===== src/sv/gbn_pkg.sv =====
`timescale 1ns / 1ps
// Shared types and constants for the go-back-N link endpoint.
// Used by the interfaces, the front and back modules, the top level and the checker.
package gbn_pkg;

    localparam int MAX_SEQ_NUM  = 7;
    localparam int SEQ_W        = $clog2(MAX_SEQ_NUM + 1);
    localparam int PAYLOAD_BITS = 32;
    localparam int SEQ_DEPTH    = MAX_SEQ_NUM + 1;

    typedef logic [SEQ_W-1:0]        t_seq;
    typedef logic [PAYLOAD_BITS-1:0] t_payload;

    typedef enum logic [1:0] {
        OP_PACKET    = 2'd0,
        OP_FRAME     = 2'd1,
        OP_CKSUM_ERR = 2'd2,
        OP_TIMEOUT   = 2'd3
    } t_op;

    typedef enum logic [1:0] {
        KIND_SEND    = 2'd0,
        KIND_DELIVER = 2'd1,
        KIND_STATUS  = 2'd2
    } t_kind;

    // One classified event waiting for the back end.
    typedef struct packed {
        t_op      op;
        t_seq     rx_seq;
        t_seq     rx_ack;
        t_payload payload;
    } t_cmd;

    typedef struct packed {
        t_kind    kind;
        t_seq     frame_seq;
        t_seq     frame_ack;
        t_payload payload_out;
        t_seq     freed_count;
        logic     data_mismatch;
        logic     ack_out_of_range;
        logic     checksum_error;
        logic     window_full_drop;
        logic     network_enable;
        logic     last;
    } t_result;

    // True when x lies in the circular window [lo, hi).
    function automatic logic in_window(input t_seq lo, input t_seq x, input t_seq hi);
        begin
            in_window = ((lo <= x) && (x < hi)) || ((hi < lo) && (lo <= x)) ||
                        ((x < hi) && (hi < lo));
        end
    endfunction

endpackage


===== src/sv/gbn_if.sv =====
`timescale 1ns / 1ps
// Valid/ready channel interfaces for event words in and result words out.
// Depends on gbn_pkg for field widths.
interface gbn_in_if;
    logic                       valid;
    logic                       ready;
    logic [1:0]                 operation;
    logic [gbn_pkg::SEQ_W-1:0]  rx_seq;
    logic [gbn_pkg::SEQ_W-1:0]  rx_ack;
    logic [gbn_pkg::PAYLOAD_BITS-1:0] payload_in;

    modport source (output valid, operation, rx_seq, rx_ack, payload_in, input ready);
    modport sink   (input valid, operation, rx_seq, rx_ack, payload_in, output ready);
endinterface

interface gbn_out_if;
    logic                       valid;
    logic                       ready;
    logic [1:0]                 result_kind;
    logic [gbn_pkg::SEQ_W-1:0]  frame_seq;
    logic [gbn_pkg::SEQ_W-1:0]  frame_ack;
    logic [gbn_pkg::PAYLOAD_BITS-1:0] payload_out;
    logic [gbn_pkg::SEQ_W-1:0]  freed_count;
    logic                       data_mismatch;
    logic                       ack_out_of_range;
    logic                       checksum_error;
    logic                       window_full_drop;
    logic                       network_enable;
    logic                       last;

    modport source (output valid, result_kind, frame_seq, frame_ack, payload_out,
                    freed_count, data_mismatch, ack_out_of_range, checksum_error,
                    window_full_drop, network_enable, last, input ready);
    modport sink   (input valid, result_kind, frame_seq, frame_ack, payload_out,
                    freed_count, data_mismatch, ack_out_of_range, checksum_error,
                    window_full_drop, network_enable, last, output ready);
endinterface


===== src/sv/go_back_n_link_endpoint_core.sv =====
`timescale 1ns / 1ps
// Go-back-N link endpoint with piggybacked acks, eight sequence numbers and up to
// seven frames outstanding. Event words enter a two-word queue; packet, frame-arrival,
// checksum-error and empty-timeout events each produce one result word; the back end
// takes a new event while idle and its result register is free. A timeout with n frames
// outstanding produces n send words, oldest first, each through a read state and then
// an emit state, set by the registered read of the send buffer; no event is taken meanwhile.
// The caller runs the retransmit timers.
// Depends on gbn_pkg, gbn_if, gbn_front and gbn_back.
module go_back_n_link_endpoint_core (
    input  logic      i_clk,
    input  logic      i_rst_n,
    gbn_in_if.sink    i_in,
    gbn_out_if.source o_out
);
    import gbn_pkg::*;

    logic w_cmd_valid;
    logic w_cmd_ready;
    t_cmd w_cmd;

    gbn_front u_front (
        .i_clk       (i_clk),
        .i_rst_n     (i_rst_n),
        .i_in        (i_in),
        .o_cmd_valid (w_cmd_valid),
        .o_cmd       (w_cmd),
        .i_cmd_ready (w_cmd_ready)
    );

    gbn_back u_back (
        .i_clk       (i_clk),
        .i_rst_n     (i_rst_n),
        .i_cmd_valid (w_cmd_valid),
        .i_cmd       (w_cmd),
        .o_cmd_ready (w_cmd_ready),
        .o_out       (o_out)
    );

endmodule


===== src/sv/gbn_front.sv =====
`timescale 1ns / 1ps
// Front end: accepts event words, decodes the operation and queues them.
// Depends on gbn_pkg and gbn_in_if.
module gbn_front (
    input  logic           i_clk,
    input  logic           i_rst_n,
    gbn_in_if.sink         i_in,
    output logic           o_cmd_valid,
    output gbn_pkg::t_cmd  o_cmd,
    input  logic           i_cmd_ready
);
    import gbn_pkg::*;

    localparam int QDEPTH = 2;

    t_cmd       r_q [QDEPTH];
    logic       r_wr_ptr, n_wr_ptr;
    logic       r_rd_ptr, n_rd_ptr;
    logic [1:0] r_count, n_count;
    t_cmd       w_cmd;
    logic       w_push, w_pop;

    always_comb begin
        w_cmd.op      = t_op'(i_in.operation);
        w_cmd.rx_seq  = i_in.rx_seq;
        w_cmd.rx_ack  = i_in.rx_ack;
        w_cmd.payload = i_in.payload_in;
    end

    assign i_in.ready  = (r_count != 2'(QDEPTH));
    assign w_push      = i_in.valid && i_in.ready;
    assign o_cmd_valid = (r_count != 2'd0);
    assign o_cmd       = r_q[r_rd_ptr];
    assign w_pop       = o_cmd_valid && i_cmd_ready;

    always_comb begin
        n_wr_ptr = w_push ? ~r_wr_ptr : r_wr_ptr;
        n_rd_ptr = w_pop  ? ~r_rd_ptr : r_rd_ptr;
        n_count  = r_count + 2'(w_push) - 2'(w_pop);
    end

    always_ff @(posedge i_clk) begin
        if (!i_rst_n) begin
            r_wr_ptr <= 1'b0;
            r_rd_ptr <= 1'b0;
            r_count  <= 2'd0;
        end else begin
            r_wr_ptr <= n_wr_ptr;
            r_rd_ptr <= n_rd_ptr;
            r_count  <= n_count;
        end
    end

    always_ff @(posedge i_clk) begin
        if (w_push) begin
            r_q[r_wr_ptr] <= w_cmd;
        end
    end

endmodule


===== src/sv/gbn_back.sv =====
`timescale 1ns / 1ps
// Back end: window state, send buffer, retransmit sequencer and result register.
// Depends on gbn_pkg and gbn_out_if.
module gbn_back (
    input  logic           i_clk,
    input  logic           i_rst_n,
    input  logic           i_cmd_valid,
    input  gbn_pkg::t_cmd  i_cmd,
    output logic           o_cmd_ready,
    gbn_out_if.source      o_out
);
    import gbn_pkg::*;

    typedef enum logic [2:0] {
        S_IDLE = 3'b001,
        S_READ = 3'b010,
        S_EMIT = 3'b100
    } t_state;

    t_state   r_state, n_state;
    t_seq     r_next_send, n_next_send;
    t_seq     r_oldest, n_oldest;
    t_seq     r_expected, n_expected;
    t_seq     r_count, n_count;
    t_seq     r_ptr, n_ptr;
    t_seq     r_left, n_left;
    logic     r_out_valid, n_out_valid;
    t_result  r_out, n_out;
    t_payload r_rd_data;
    t_payload r_send_buf [SEQ_DEPTH];

    logic     w_out_free;
    logic     w_load;
    logic     w_buf_we;
    logic     w_full;
    logic     w_in_win;
    logic     w_seq_ok;
    t_seq     w_freed;
    t_seq     w_ack;
    t_result  w_res;

    assign w_out_free = !r_out_valid || o_out.ready;
    assign w_full     = (r_count >= SEQ_W'(MAX_SEQ_NUM));
    assign w_in_win   = in_window(r_oldest, i_cmd.rx_ack, r_next_send);
    assign w_seq_ok   = (i_cmd.rx_seq == r_expected);
    // A cumulative ack inside the window frees everything up to and including it.
    assign w_freed    = w_in_win ? t_seq'(i_cmd.rx_ack - r_oldest + 1'b1) : '0;
    assign w_ack      = t_seq'(r_expected + SEQ_W'(MAX_SEQ_NUM));

    always_comb begin
        n_state     = r_state;
        n_next_send = r_next_send;
        n_oldest    = r_oldest;
        n_expected  = r_expected;
        n_count     = r_count;
        n_ptr       = r_ptr;
        n_left      = r_left;
        o_cmd_ready = 1'b0;
        w_load      = 1'b0;
        w_buf_we    = 1'b0;
        w_res       = '0;
        w_res.kind  = KIND_STATUS;
        w_res.last  = 1'b1;

        unique case (r_state)
            S_IDLE: begin
                if (i_cmd_valid && w_out_free) begin
                    o_cmd_ready = 1'b1;
                    w_load      = 1'b1;
                    case (i_cmd.op)
                        OP_PACKET: begin
                            if (w_full) begin
                                w_res.window_full_drop = 1'b1;
                            end else begin
                                w_buf_we          = 1'b1;
                                n_count           = r_count + 1'b1;
                                n_next_send       = r_next_send + 1'b1;
                                w_res.kind        = KIND_SEND;
                                w_res.frame_seq   = r_next_send;
                                w_res.frame_ack   = w_ack;
                                w_res.payload_out = i_cmd.payload;
                            end
                        end
                        OP_FRAME: begin
                            if (w_seq_ok) begin
                                n_expected        = r_expected + 1'b1;
                                w_res.kind        = KIND_DELIVER;
                                w_res.payload_out = i_cmd.payload;
                            end else begin
                                w_res.data_mismatch = 1'b1;
                            end
                            n_count                = r_count - w_freed;
                            n_oldest               = r_oldest + w_freed;
                            w_res.freed_count      = w_freed;
                            w_res.ack_out_of_range = !w_in_win;
                        end
                        OP_CKSUM_ERR: begin
                            w_res.checksum_error = 1'b1;
                        end
                        default: begin
                            // Timeout: replay the outstanding frames, oldest first.
                            if (r_count != '0) begin
                                w_load  = 1'b0;
                                n_ptr   = r_oldest;
                                n_left  = r_count;
                                n_state = S_READ;
                            end
                        end
                    endcase
                end
            end
            S_READ: begin
                n_state = S_EMIT;
            end
            S_EMIT: begin
                if (w_out_free) begin
                    w_load            = 1'b1;
                    w_res.kind        = KIND_SEND;
                    w_res.frame_seq   = r_ptr;
                    w_res.frame_ack   = w_ack;
                    w_res.payload_out = r_rd_data;
                    w_res.last        = (r_left == t_seq'(1));
                    n_ptr             = r_ptr + 1'b1;
                    n_left            = r_left - 1'b1;
                    if (r_left == t_seq'(1)) begin
                        n_next_send = r_ptr + 1'b1;
                        n_state     = S_IDLE;
                    end else begin
                        n_state = S_READ;
                    end
                end
            end
            default: begin
                n_state = S_IDLE;
            end
        endcase

        // Enable reflects the window after this event.
        w_res.network_enable = (n_count < SEQ_W'(MAX_SEQ_NUM));

        n_out_valid = r_out_valid;
        n_out       = r_out;
        if (w_load) begin
            n_out_valid = 1'b1;
            n_out       = w_res;
        end else if (o_out.ready) begin
            n_out_valid = 1'b0;
        end
    end

    always_ff @(posedge i_clk) begin
        if (!i_rst_n) begin
            r_state     <= S_IDLE;
            r_next_send <= '0;
            r_oldest    <= '0;
            r_expected  <= '0;
            r_count     <= '0;
            r_ptr       <= '0;
            r_left      <= '0;
            r_out_valid <= 1'b0;
        end else begin
            r_state     <= n_state;
            r_next_send <= n_next_send;
            r_oldest    <= n_oldest;
            r_expected  <= n_expected;
            r_count     <= n_count;
            r_ptr       <= n_ptr;
            r_left      <= n_left;
            r_out_valid <= n_out_valid;
        end
    end

    always_ff @(posedge i_clk) begin
        r_out <= n_out;
    end

    always_ff @(posedge i_clk) begin
        if (w_buf_we) begin
            r_send_buf[r_next_send] <= i_cmd.payload;
        end
        r_rd_data <= r_send_buf[r_ptr];
    end

    assign o_out.valid            = r_out_valid;
    assign o_out.result_kind      = r_out.kind;
    assign o_out.frame_seq        = r_out.frame_seq;
    assign o_out.frame_ack        = r_out.frame_ack;
    assign o_out.payload_out      = r_out.payload_out;
    assign o_out.freed_count      = r_out.freed_count;
    assign o_out.data_mismatch    = r_out.data_mismatch;
    assign o_out.ack_out_of_range = r_out.ack_out_of_range;
    assign o_out.checksum_error   = r_out.checksum_error;
    assign o_out.window_full_drop = r_out.window_full_drop;
    assign o_out.network_enable   = r_out.network_enable;
    assign o_out.last             = r_out.last;

endmodule


===== src/flat_wrapper.sv =====
// flat-port wrapper written by rule: the top's interface ports become plain ports
module go_back_n_link_endpoint_core_flat import gbn_pkg::*;
  (i_clk, i_rst_n, i_in_valid, i_in_operation, i_in_rx_seq, i_in_rx_ack, i_in_payload_in, i_in_ready, o_out_valid, o_out_result_kind, o_out_frame_seq, o_out_frame_ack, o_out_payload_out, o_out_freed_count, o_out_data_mismatch, o_out_ack_out_of_range, o_out_checksum_error, o_out_window_full_drop, o_out_network_enable, o_out_last, o_out_ready);
  gbn_in_if i_in_i ();
  gbn_out_if o_out_i ();
  input  logic i_clk;
  input  logic i_rst_n;
  input wire logic [$bits(i_in_i.valid)-1:0] i_in_valid;
  input wire logic [$bits(i_in_i.operation)-1:0] i_in_operation;
  input wire logic [$bits(i_in_i.rx_seq)-1:0] i_in_rx_seq;
  input wire logic [$bits(i_in_i.rx_ack)-1:0] i_in_rx_ack;
  input wire logic [$bits(i_in_i.payload_in)-1:0] i_in_payload_in;
  output wire logic [$bits(i_in_i.ready)-1:0] i_in_ready;
  output wire logic [$bits(o_out_i.valid)-1:0] o_out_valid;
  output wire logic [$bits(o_out_i.result_kind)-1:0] o_out_result_kind;
  output wire logic [$bits(o_out_i.frame_seq)-1:0] o_out_frame_seq;
  output wire logic [$bits(o_out_i.frame_ack)-1:0] o_out_frame_ack;
  output wire logic [$bits(o_out_i.payload_out)-1:0] o_out_payload_out;
  output wire logic [$bits(o_out_i.freed_count)-1:0] o_out_freed_count;
  output wire logic [$bits(o_out_i.data_mismatch)-1:0] o_out_data_mismatch;
  output wire logic [$bits(o_out_i.ack_out_of_range)-1:0] o_out_ack_out_of_range;
  output wire logic [$bits(o_out_i.checksum_error)-1:0] o_out_checksum_error;
  output wire logic [$bits(o_out_i.window_full_drop)-1:0] o_out_window_full_drop;
  output wire logic [$bits(o_out_i.network_enable)-1:0] o_out_network_enable;
  output wire logic [$bits(o_out_i.last)-1:0] o_out_last;
  input wire logic [$bits(o_out_i.ready)-1:0] o_out_ready;
  assign i_in_i.valid = i_in_valid;
  assign i_in_i.operation = i_in_operation;
  assign i_in_i.rx_seq = i_in_rx_seq;
  assign i_in_i.rx_ack = i_in_rx_ack;
  assign i_in_i.payload_in = i_in_payload_in;
  assign i_in_ready = i_in_i.ready;
  assign o_out_valid = o_out_i.valid;
  assign o_out_result_kind = o_out_i.result_kind;
  assign o_out_frame_seq = o_out_i.frame_seq;
  assign o_out_frame_ack = o_out_i.frame_ack;
  assign o_out_payload_out = o_out_i.payload_out;
  assign o_out_freed_count = o_out_i.freed_count;
  assign o_out_data_mismatch = o_out_i.data_mismatch;
  assign o_out_ack_out_of_range = o_out_i.ack_out_of_range;
  assign o_out_checksum_error = o_out_i.checksum_error;
  assign o_out_window_full_drop = o_out_i.window_full_drop;
  assign o_out_network_enable = o_out_i.network_enable;
  assign o_out_last = o_out_i.last;
  assign o_out_i.ready = o_out_ready;
  go_back_n_link_endpoint_core u_core (.i_clk(i_clk), .i_rst_n(i_rst_n), .i_in(i_in_i), .o_out(o_out_i));
endmodule

===== config.mk =====
export PLATFORM = sky130hd
export DESIGN_NAME = go_back_n_link_endpoint_core_flat
export DESIGN_NICKNAME = d
export VERILOG_FILES = /design/src/sv/gbn_pkg.sv /design/src/sv/gbn_if.sv /design/src/sv/go_back_n_link_endpoint_core.sv /design/src/sv/gbn_front.sv /design/src/sv/gbn_back.sv /design/src/flat_wrapper.sv
export SDC_FILE = /design/constraint.sdc
export NUM_CORES = 1
export LEC_CHECK = 0
export BUFFER_PORTS_ARGS = -buffer_cell sky130_fd_sc_hd__buf_2
export CAP_MARGIN = 20
export CORE_MARGIN = 8
export CORE_UTILIZATION = 30
export DETAILED_ROUTE_END_ITERATION = 8
export GPL_TIMING_DRIVEN = 0
export PLACE_DENSITY = 0.46
export SYNTH_ARGS = -nofsm -noshare
export SYNTH_HDL_FRONTEND = slang
export SYNTH_SLANG_ARGS = --single-unit

===== constraint.sdc =====
create_clock -name i_clk -period 6.3 [get_ports i_clk]
set_input_delay 0.63 -clock i_clk [delete_from_list [all_inputs] [get_ports i_clk]]
set_output_delay 0.63 -clock i_clk [all_outputs]
set_load 0.05 [all_outputs]

==> results of run 1 <==
-- power by group through the flow --
stage          clock, W  combinational (W)  sequential (W)
2_1_floorplan         0           0.000919         0.00447
3_3_place_gp          0            0.00199         0.00402
3_5_place_dp          0            0.00211         0.00397
4_1_cts         0.00307            0.00212         0.00391
5_1_grt         0.00318            0.00225         0.00394
6_report        0.00297            0.00207         0.00391
-- final timing paths --
kind              depth (start not counted)                            endpoint  slack (ps)                     from
setup / recovery                         16  u_core.u_back.o_out.network_enable        1450                 register
hold / removal                            1            u_core.u_front.r_q[0][3]         230       i_in_payload_in[3]
setup reg to reg                         16  u_core.u_back.o_out.network_enable        1450                 register
hold reg to reg                           2             u_core.u_back.r_left[1]         460  u_core.u_back.r_left[1]
-- metrics by stage --
step	cells	total power, W
3_3_place_gp	1737	0.00601
2_1_floorplan	888	0.00539
6_report	1848	0.00895
5_1_grt	1848	0.00938
3_5_place_dp	1756	0.00609
4_1_cts	1846	0.00911
-- layout make-up --
class	count	area [µm²]	area share
Buffer	39	161	0.00787
Clock buffer	58	1290	0.0629
Clock inverter	32	410	0.0200
Inverter	21	78.8	0.00384
Multi-Input combinational cell	384	4030	0.196
Sequential cell	444	12700	0.621
Tap cell	756	946	0.0461
Timing Repair Buffer	114	855	0.0417
-- per-layer routing --
layer	GRT usage	vias up	share of wire
li1	-	3870	-
met1	0.152	4353	0.44
met2	0.208	153	0.50
met3	0.0248	49	0.041
met4	0.0324	0	0.018
met5	0	-	0
-- synth_stat cells, drive strengths merged, types with 2 or more instances --
| cell | instances |
|---|---|
| edfxtp | 385 |
| mux2 | 66 |
| mux4 | 64 |
| dfxtp | 59 |
| nor2 | 41 |
| a22o | 34 |
| clkbuf | 26 |
| nand2 | 24 |
| ha | 22 |
| a21oi | 20 |
| inv | 20 |
| buf | 13 |
| mux2i | 12 |
| o21ai | 12 |
| nor3 | 11 |
| xnor2 | 10 |
| nor2b | 7 |
| and2 | 6 |
| nand2b | 4 |
| nor3b | 4 |
| and3 | 3 |
| nand3 | 3 |
| or2 | 3 |
| xor2 | 3 |
| a211oi | 2 |
| a21o | 2 |
| a31oi | 2 |
| fa | 2 |
| nand4 | 2 |
| o221a | 2 |
| o22a | 2 |
| or3 | 2 |
-- sequential cells by signal, indices dropped and copies added, names as in the netlist, 2 cells and up, named ones only --
| signal | cells |
|---|---|
| u_core.u_back.o_out.frame_ack | 3 |
| u_core.u_back.o_out.frame_seq | 3 |
| u_core.u_back.o_out.freed_count | 3 |
| u_core.u_back.o_out.payload_out | 32 |
| u_core.u_back.o_out.result_kind | 2 |
| u_core.u_back.r_count | 3 |
| u_core.u_back.r_expected | 3 |
| u_core.u_back.r_left | 3 |
| u_core.u_back.r_next_send | 3 |
| u_core.u_back.r_oldest | 3 |
| u_core.u_back.r_ptr | 3 |
| u_core.u_back.r_rd_data | 32 |
| u_core.u_back.r_send_buf | 256 |
| u_core.u_back.r_state | 3 |
| u_core.u_front.r_count | 2 |
| u_core.u_front.r_q | 80 |
-- critical path, stage by stage, from the launching register on --
cell and delay (ps):
dfxtp_1 330, buf_6 140, buf_2 390, buf_1 600
mux2i_1 420, inv_1 80, ha_1 300, o21a_1 190
o32a_1 210, maj3_2 370, and2b_1 250, ha_1 160
inv_1 60, fa_1 410, or3_1 400, o2111ai_1 100
nand4_1 150
-- logic make-up (layout without fill, tap and decap cells) --
| logic type | after synthesis | count (layout) | synth area share |
|---|---|---|---|
| AOI/OAI and AO/OA | 90 | 90 | 0.0387 |
| xor gates and xnor gates | 13 | 13 | 0.00672 |
| and+or+nand+nor | 114 | 114 | 0.0324 |
| muxes | 142 | 142 | 0.136 |
| buffers and inverters | 60 | 264 | 0.0142 |
| DFF | 444 | 444 | 0.752 |
| adders and majority gates | 25 | 25 | 0.0193 |
==> impl_metrics.yaml, run 1 <==
critical_path:
  end_kind: "register"
  worstPathRequired_ps: 6590
  path_class: "register to register"
  crit_arrival_ps: 5140
  startpoint_type: "register"
  crit_fanout: 10
sta:
  slew_headroom: 0.359
  fin_hold_ws_ps: 230
  hold_viol_final: 0
  rsz0062_at_grt: "no"
  drv_slew: 0
  period_needed_ps: 4850
  fin_setup_tns_ps: 0
  setup_viol: 0
  fin_ws_ps: 1450
  worst_pin_slew_ps: 962
  fin_crit_sh: 0.770
  finClkSkew_ps: 23.9
  fmax_mhz: 206
floorplanning:
  initial_core_util: 0.302
  fp.coreArea_um2: 56100
  io_pins: 95
  die_area_um2: 64300
  row_count: 87
  die_y_um: 254
  die_x_um: 254
placement:
  routabilityCongestion: 0.754
  preCtsSetupSlack_ps: 1370
  dp_hpwl_um: 25500
  io_buffers: 93
  dpl-instance-area_um2: 18800
yosys:
  yosys.area.top_type_share: 0.683
  synth_area_um2: 16900
  synth_top_cell_by_area: "edfxtp_1"
  yosys.cell_types.count: 56
  netlist_instances: 888
  ys.flop_type: "edfxtp_1"
  syn-num-nets: 956
  synth-seq-area-share: 0.752
  syn_avg_cell_area_um2: 19.1
  synth_warnings: 0
  async_flop_share: 0
  synth_seq_cells: 444
  synth_edf_count: 385
  yosys-top-cells-area: "edfxtp_1 (68%), mux4_2 (8.5%), dfxtp_1 (7.0%), mux2_2 (4.3%), a22o_1 (1.8%)"
global_route:
  grt_pass1_vias: 9049
  groute.usage.overall: 0.120
  grt_pass1_wl_um: 58000
  grt_max_degree: 25
  antenna_found_initial: 0
  grt_overflow: 0
clock_tree:
  cts_tree: "built"
  ctsResizeCount: 0
  cts_buffer_depth: 3
  htreeDepth: 2
  cts_hold_buf: 0
  clk_latency_ps: 580
  cts-root-buf: "clkbuf_16"
  cts_setup_buffers: 0
  cts_buffers: 48
  clkTransAtPathRegs_ps: 70
  clock-sinks: 444
drt:
  wl_per_cell_um: 20.9
  vias: 8425
  dr.pass1.iters: 4
  routed_wl_um: 38600
  drtAntennaViolNets: 0
  route.detailed.drc: 0
  drt_iter0_drc: 540
  avgViaCountPerCell: 4.56
pwr:
  ir_drop_mv: 0.172
  powerDensity_nw_per_um2: 437
  p_seq_frac: 0.436
  p_switching_w: 0.00275
  power_leakage_nw: 6.77
  internal_power_w: 0.00621
  pwr-share-comb: 0.231
  clock_power_share: 0.332
  switching_share: 0.307
run_status:
  outcome: "completed"
layout:
  layout_commonest_cell: "edfxtp_1"
  final_cell_mix: "edfxtp_1 (385), buf_2 (99), mux2_2 (65), mux4_2 (64), dfxtp_1 (59)"
  num_antenna_cells: 0
  post-route-util: 0.366
  fin_area_um2: 20500
  final_nets: 1120
  n_fill_cell: 5243
  drive_gt1_frac: 0.319
  syn2layout_area_growth_pct: 21.1
run:
  drv_cap: 0
worst_hold_path:
  hp-class: "input port to register"
Note: power is estimated with default switching activity, not from simulation.
==> run 2, diff against run 1 <==
- ABC_AREA: default -> 1
- PLACE_DENSITY: 0.46 -> 0.48
- clock period: 6.3 -> 4.28 ns (I/O delays scaled with it)
==> run 2 against run 1 <==
Effect of this change: sequential power up 54%; highest routed layer unchanged; critical path type unchanged; synthesized cell count is 60% higher; final area up 0.37%; sequential share of layout area down 0.23 points; global-route usage increased by 1.5 points; sequential cell count did not move; power grew 60%; register-to-register slack worse by 860 ps; first-iteration DRC count increased by 58%; largest cell class unchanged; routed wire length up 19%; area after synthesis increased by 2.3%; critical endpoint unchanged.
==> impl_metrics.yaml, run 2 <==
floorplanning:
  die_area_um2: 65700
  fp.coreArea_um2: 57400
  row_count: 88
  io_pins: 95
  die_x_um: 256
  initial_core_util: 0.302
  die_y_um: 256
clock_tree:
  cts_buffer_depth: 3
  cts_tree: "built"
  cts-root-buf: "clkbuf_16"
  clock-sinks: 444
  clk_latency_ps: 560
  ctsResizeCount: 0
  clkTransAtPathRegs_ps: 60
  htreeDepth: 2
  cts_hold_buf: 0
  cts_buffers: 46
  cts_setup_buffers: 0
sta:
  slew_headroom: 0.338
  hold_viol_final: 0
  drv_slew: 0
  fin_crit_sh: 0.861
  worst_pin_slew_ps: 987
  fmax_mhz: 271
  setup_viol: 0
  rsz0062_at_grt: "no"
  period_needed_ps: 3690
  finClkSkew_ps: 11.2
yosys:
  yosys.area.top_type_share: 0.668
  syn_avg_cell_area_um2: 12.2
  synth.top_cells.by_count: "edfxtp_1 (385), nor2_1 (259), nand2_1 (229), o21ai_0 (156), dfxtp_1 (59)"
  synth_area_um2: 17300
  synth-seq-area-share: 0.736
  synth_warnings: 0
  syn-num-nets: 1492
  yosys.cell_types.count: 37
  synth_edf_count: 385
  synth_seq_cells: 444
  netlist_instances: 1424
  yosys-top-cells-area: "edfxtp_1 (67%), dfxtp_1 (6.8%), nor2_1 (5.6%), nand2_1 (5.0%), o21ai_0 (4.5%)"
  ys.flop_type: "edfxtp_1"
  yosysMostFrequentCell: "edfxtp_1"
  async_flop_share: 0
  synth_top_cell_by_area: "edfxtp_1"
layout:
  syn2layout_area_growth_pct: 18.9
  largestRegisters: "u_core.u_back.r_send_buf (256), u_core.u_front.r_q (80)"
  layout_commonest_cell: "edfxtp_1"
  final_nets: 1656
  largest_reg_flops: 256
  drive_gt1_frac: 0.138
  regMostFlops: "u_core.u_back.r_send_buf"
  post-route-util: 0.359
  multi_input_area_um2: 4130
  regArea_um2: 12700
  n_fill_cell: 5557
  num_antenna_cells: 0
  final_cells: 2390
  final_cell_mix: "edfxtp_1 (385), nor2_1 (255), nand2_1 (228), o21ai_0 (156), buf_2 (98)"
drt:
  vias: 10900
  dr.pass1.iters: 5
  drtAntennaViolNets: 0
  avgViaCountPerCell: 4.56
  route.detailed.drc: 0
  routed_wl_um: 45900
  drt_iter0_drc: 854
  wl_per_cell_um: 19.2
critical_path:
  cp-endpoint: "u_core.u_back.o_out.network_enable"
  end_kind: "register"
  reg2reg_to: "u_core.u_back.o_out.network_enable"
  crit_fanout: 19
  r2r_slack_ps: 590
  startpoint_type: "register"
  crit_arrival_ps: 3990
  path_class: "register to register"
  reg2regPathDepth: 19
  worstPathRequired_ps: 4580
placement:
  dpl.cell_count: 2306
  io_buffers: 94
  dp_hpwl_um: 30900
  routabilityCongestion: 0.788
global_route:
  groute.usage.overall: 0.135
  grt_max_degree: 51
  grt_pass1_vias: 10800
  grt_pass1_wl_um: 68500
  grt_overflow: 0
  antenna_found_initial: 0
pwr:
  powerDensity_nw_per_um2: 697
  power_leakage_nw: 7.51
  total_power_w: 0.0144
  ir_drop_mv: 0.468
worst_hold_path:
  hp-class: "input port to register"
run:
  drv_cap: 0
run_status:
  outcome: "completed"
[run 2: cell types whose count changed after synthesis, moves of 45 or more]
| cell | change |
|---|---|
| nor2_1 | +218 |
| nand2_1 | +205 |
| o21ai_0 | +144 |
| mux2_2 | -65 |
| mux4_2 | -64 |
| nand3_1 | +45 |
[run 2: worst min-delay path by stage]
stage | from | endpoint | slack (ps) | cells after the start
floorplan | u_core.u_front.r_count[1] | u_core.u_front.r_count[1] | 440 | 1
global placement | u_core.u_front.r_count[1] | u_core.u_front.r_count[1] | 460 | 1
detailed placement | u_core.u_back.r_left[2] | u_core.u_back.r_left[2] | 470 | 2
CTS | i_in_payload_in[15] | u_core.u_front.r_q[0][15] | 3 | 1
global route | i_in_payload_in[15] | u_core.u_front.r_q[0][15] | 20 | 1
finish | i_in_payload_in[15] | u_core.u_front.r_q[0][15] | 50 | 1
[run 2: area by class of cell]
| type | instances | area share |
|---|---|---|
| multi-input combinational | 853 | 0.201 |
| buffer | 68 | 0.0141 |
| inverter | 58 | 0.0106 |
| clock inverter | 23 | 0.00906 |
| timing repair buffer | 117 | 0.0388 |
| tap | 765 | 0.0465 |
| sequential | 444 | 0.619 |
| clock buffer | 62 | 0.0614 |
[run 2: through the flow]
stage               cell area, µm²  hold slack (ps)  setup TNS (ps)  worst slack (ps)
floorplan                    17300              444               0               346
global placement             18700              458         -442230             -2110
detailed placement           19100              469               0               193
CTS                          20600             3.48               0               187
global route                 20600             17.9               0               227
finish                       20600             49.2               0               594
[run 2: routing by layer]
| metal | wire [µm] | GRT usage | share of wire | vias up |
|---|---|---|---|---|
| li1 | - | - | - | 5334 |
| met1 | 20800 | 0.180 | 0.45 | 5270 |
| met2 | 21900 | 0.224 | 0.48 | 242 |
| met3 | 2060 | 0.0220 | 0.045 | 61 |
| met4 | 1020 | 0.0442 | 0.022 | 0 |
| met5 | 0 | 0 | 0 | - |
[run 2: kinds of logic (layout without fill, tap and decap cells)]
logic type | count (synthesis) | count (layout) | share of synthesized area
DFF | 444 | 444 | 0.736
AOI/OAI and AO/OA | 251 | 251 | 0.0787
xor gates and xnor gates | 11 | 11 | 0.00556
buffers and inverters | 127 | 328 | 0.0295
and+or+nand+nor | 567 | 567 | 0.132
adders and majority gates | 24 | 24 | 0.0182
[run 2: worst max-delay path, cell delays in order (launching register included)]
cell,delay [ps]
dfxtp_1,350
buf_2,460
o21ai_0,290
ha_1,410
a21oi_1,160
nand2_1,80
nand2_1,60
nand3_1,70
nand2_2,150
nand2_1,100
inv_1,100
ha_1,150
inv_1,50
fa_1,420
xor2_1,180
inv_1,50
nand3_1,80
nand3_1,90
nand2_1,90
nand3_1,90
[run 2: report_power, final]
part,internal [W],switching [W]
clock network,0.00225,0.00164
registers,0.00580,0.000224
logic,0.00103,0.00342
==> run 3, diff against run 2 <==
- CORE_UTILIZATION: 30 -> 25
- PLACE_DENSITY: 0.48 -> 0.4
- clock period: 4.28 -> 3.75 ns (I/O delays scaled with it)
==> run 3 against run 2 <==
Effect of this change: sequential cell count is the same; largest power group unchanged; sequential power grew 14%; critical endpoint unchanged; via count grew 1.8%; first-iteration DRC count shrank 18%; count of clock-buffer cells in the layout grew 7; worst setup slack lost 300 ps; global-route usage shrank 1.0 points; final area grew 3.5%.
==> impl_metrics.yaml, run 3 (synthesized netlist as in run 2, its figures left out) <==
run_status:
  outcome: "completed"
sta:
  fin_setup_tns_ps: 0
  finClkSkew_ps: 17.8
  fin_ws_ps: 298
  worst_pin_slew_ps: 1050
  slew_headroom: 0.300
  hold_viol_final: 0
  setup_viol: 0
  fmax_mhz: 290
  fin_crit_sh: 0.921
  rsz0062_at_grt: "no"
  period_needed_ps: 3450
  drv_slew: 0
drt:
  vias: 11100
  drt_iter0_drc: 704
  route.detailed.drc: 0
  drtAntennaViolNets: 0
  routed_wl_um: 49000
  wl_per_cell_um: 18.8
  avgViaCountPerCell: 4.26
  dr.pass1.iters: 5
critical_path:
  reg2regPathDepth: 21
  worstPathRequired_ps: 4070
  r2r_slack_ps: 300
  crit_fanout: 10
  end_kind: "register"
  startpoint_type: "register"
  reg2reg_to: "u_core.u_back.o_out.network_enable"
  crit_arrival_ps: 3770
  path_class: "register to register"
layout:
  layout_commonest_cell: "edfxtp_1"
  regMostFlops: "u_core.u_back.r_send_buf"
  final_nets: 1702
  largestRegisters: "u_core.u_back.r_send_buf (256), u_core.u_front.r_q (80)"
  largest_reg_flops: 256
  final_cells: 2604
  final_cell_mix: "edfxtp_1 (385), nor2_1 (255), nand2_1 (227), o21ai_0 (154), buf_2 (97)"
  syn2layout_area_growth_pct: 23.1
  drive_gt1_frac: 0.143
  num_antenna_cells: 0
placement:
  preCtsSetupSlack_ps: -617
  dpl.cell_count: 2475
  routabilityCongestion: 0.754
  io_buffers: 94
  dp_hpwl_um: 33400
global_route:
  grt_max_degree: 51
  groute.usage.overall: 0.125
  grt_pass1_wl_um: 74000
  antenna_found_initial: 1
  grt_overflow: 0
  grt_pass1_vias: 11400
pwr:
  powerDensity_nw_per_um2: 786
  p_seq_frac: 0.411
  switching_share: 0.371
  p_switching_w: 0.00621
  ir_drop_mv: 0.487
  power_leakage_nw: 7.72
  clock_power_share: 0.276
  pwr-share-comb: 0.313
  internal_power_w: 0.0105
floorplanning:
  initial_core_util: 0.253
  io_pins: 95
  row_count: 96
  fp.coreArea_um2: 68600
  die_area_um2: 78000
  die_x_um: 279
  die_y_um: 279
worst_hold_path:
  hp-class: "input port to register"
  hold_path_depth: 2
  holdCritStartpoint: "o_out_ready"
  min_to: "u_core.u_back.o_out.last"
clock_tree:
  clk_latency_ps: 590
  cts_buffers: 49
  cts_tree: "built"
  cts_setup_buffers: 0
  cts_buffer_depth: 3
  htreeDepth: 2
  clkTransAtPathRegs_ps: 60
  cts-root-buf: "clkbuf_16"
  clock-sinks: 444
run:
  drv_cap: 0
==> run 3: final cells by class <==
class | count | area [µm²]
fill | 7027 | 47300
sequential | 444 | 12700
multi-input combinational | 853 | 4170
clock buffer | 69 | 1330
timing repair buffer | 160 | 1210
tap | 931 | 1160
buffer | 68 | 293
inverter | 58 | 218
clock inverter | 21 | 185
==> run 3: timing repair <==
item / in CTS / in global routing
setup endpoints to repair: 5 / 2
hold endpoints to repair: 80 / 0
hold buffers: 40 / 0
resized for setup: 3 / 9
==> run 3: worst max-delay path: stages (launching register included) <==
cell     delay, ps
dfxtp_2        340
inv_2           70
buf_6          150
or2_2          310
o21ai_4        100
inv_1           60
ha_1           310
a21o_1         170
a21oi_2        120
nand2_1        100
nand2_4        100
nand2_2         70
inv_2           70
ha_1           130
inv_1           50
fa_1           430
xor2_1         180
inv_1           50
nand3_1         80
nand3_1        100
nand2_1         90
nand3_1         90
==> run 3: metal layers <==
metal / part of all wire / routed length (µm) / track usage / up-vias
met5: 0.00016 / 8 / 0 / -
met4: 0.021 / 1030 / 0.0377 / 2
met3: 0.047 / 2320 / 0.0236 / 66
met2: 0.47 / 23200 / 0.208 / 203
met1: 0.46 / 22500 / 0.164 / 5402
li1: - / - / - / 5431
==> run 3: worst max path at each step <==
stage	to	start	slack [ps]	cells after the start
finish	u_core.u_back.o_out.network_enable	register	300	21
global route	u_core.u_back.o_out.network_enable	register	4	21
CTS	u_core.u_back.o_out.network_enable	register	10	21
detailed placement	u_core.u_back.o_out.network_enable	register	-620	20
global placement	u_core.u_back.r_send_buf[7][15]	register	-2810	11
floorplan	u_core.u_back.r_send_buf[5][0]	u_core.u_back.r_count[0]	-180	9
==> run 3: power by group through the flow <==
| stage | sequential [W] | combinational, W | clock (W) |
|---|---|---|---|
| 6_report | 0.00689 | 0.00524 | 0.00462 |
| 5_1_grt | 0.00697 | 0.00582 | 0.00494 |
| 4_1_cts | 0.00690 | 0.00532 | 0.00478 |
| 3_5_place_dp | 0.00700 | 0.00527 | 0 |
| 3_3_place_gp | 0.00703 | 0.00508 | 0 |
| 2_1_floorplan | 0.00788 | 0.00249 | 0 |
==> run 3: through the flow <==
| stage | hold WS (ps) | total power, W | cell area, µm² | utilization |
|---|---|---|---|---|
| floorplan | 444 | 0.0104 | 17300 | - |
| global placement | 458 | 0.0121 | 19000 | 0.276 |
| detailed placement | 470 | 0.0123 | 19400 | 0.282 |
| CTS | 81.7 | 0.0170 | 21300 | 0.310 |
| global route | 87.9 | 0.0177 | 21300 | 0.311 |
| finish | 125 | 0.0167 | 21300 | 0.311 |
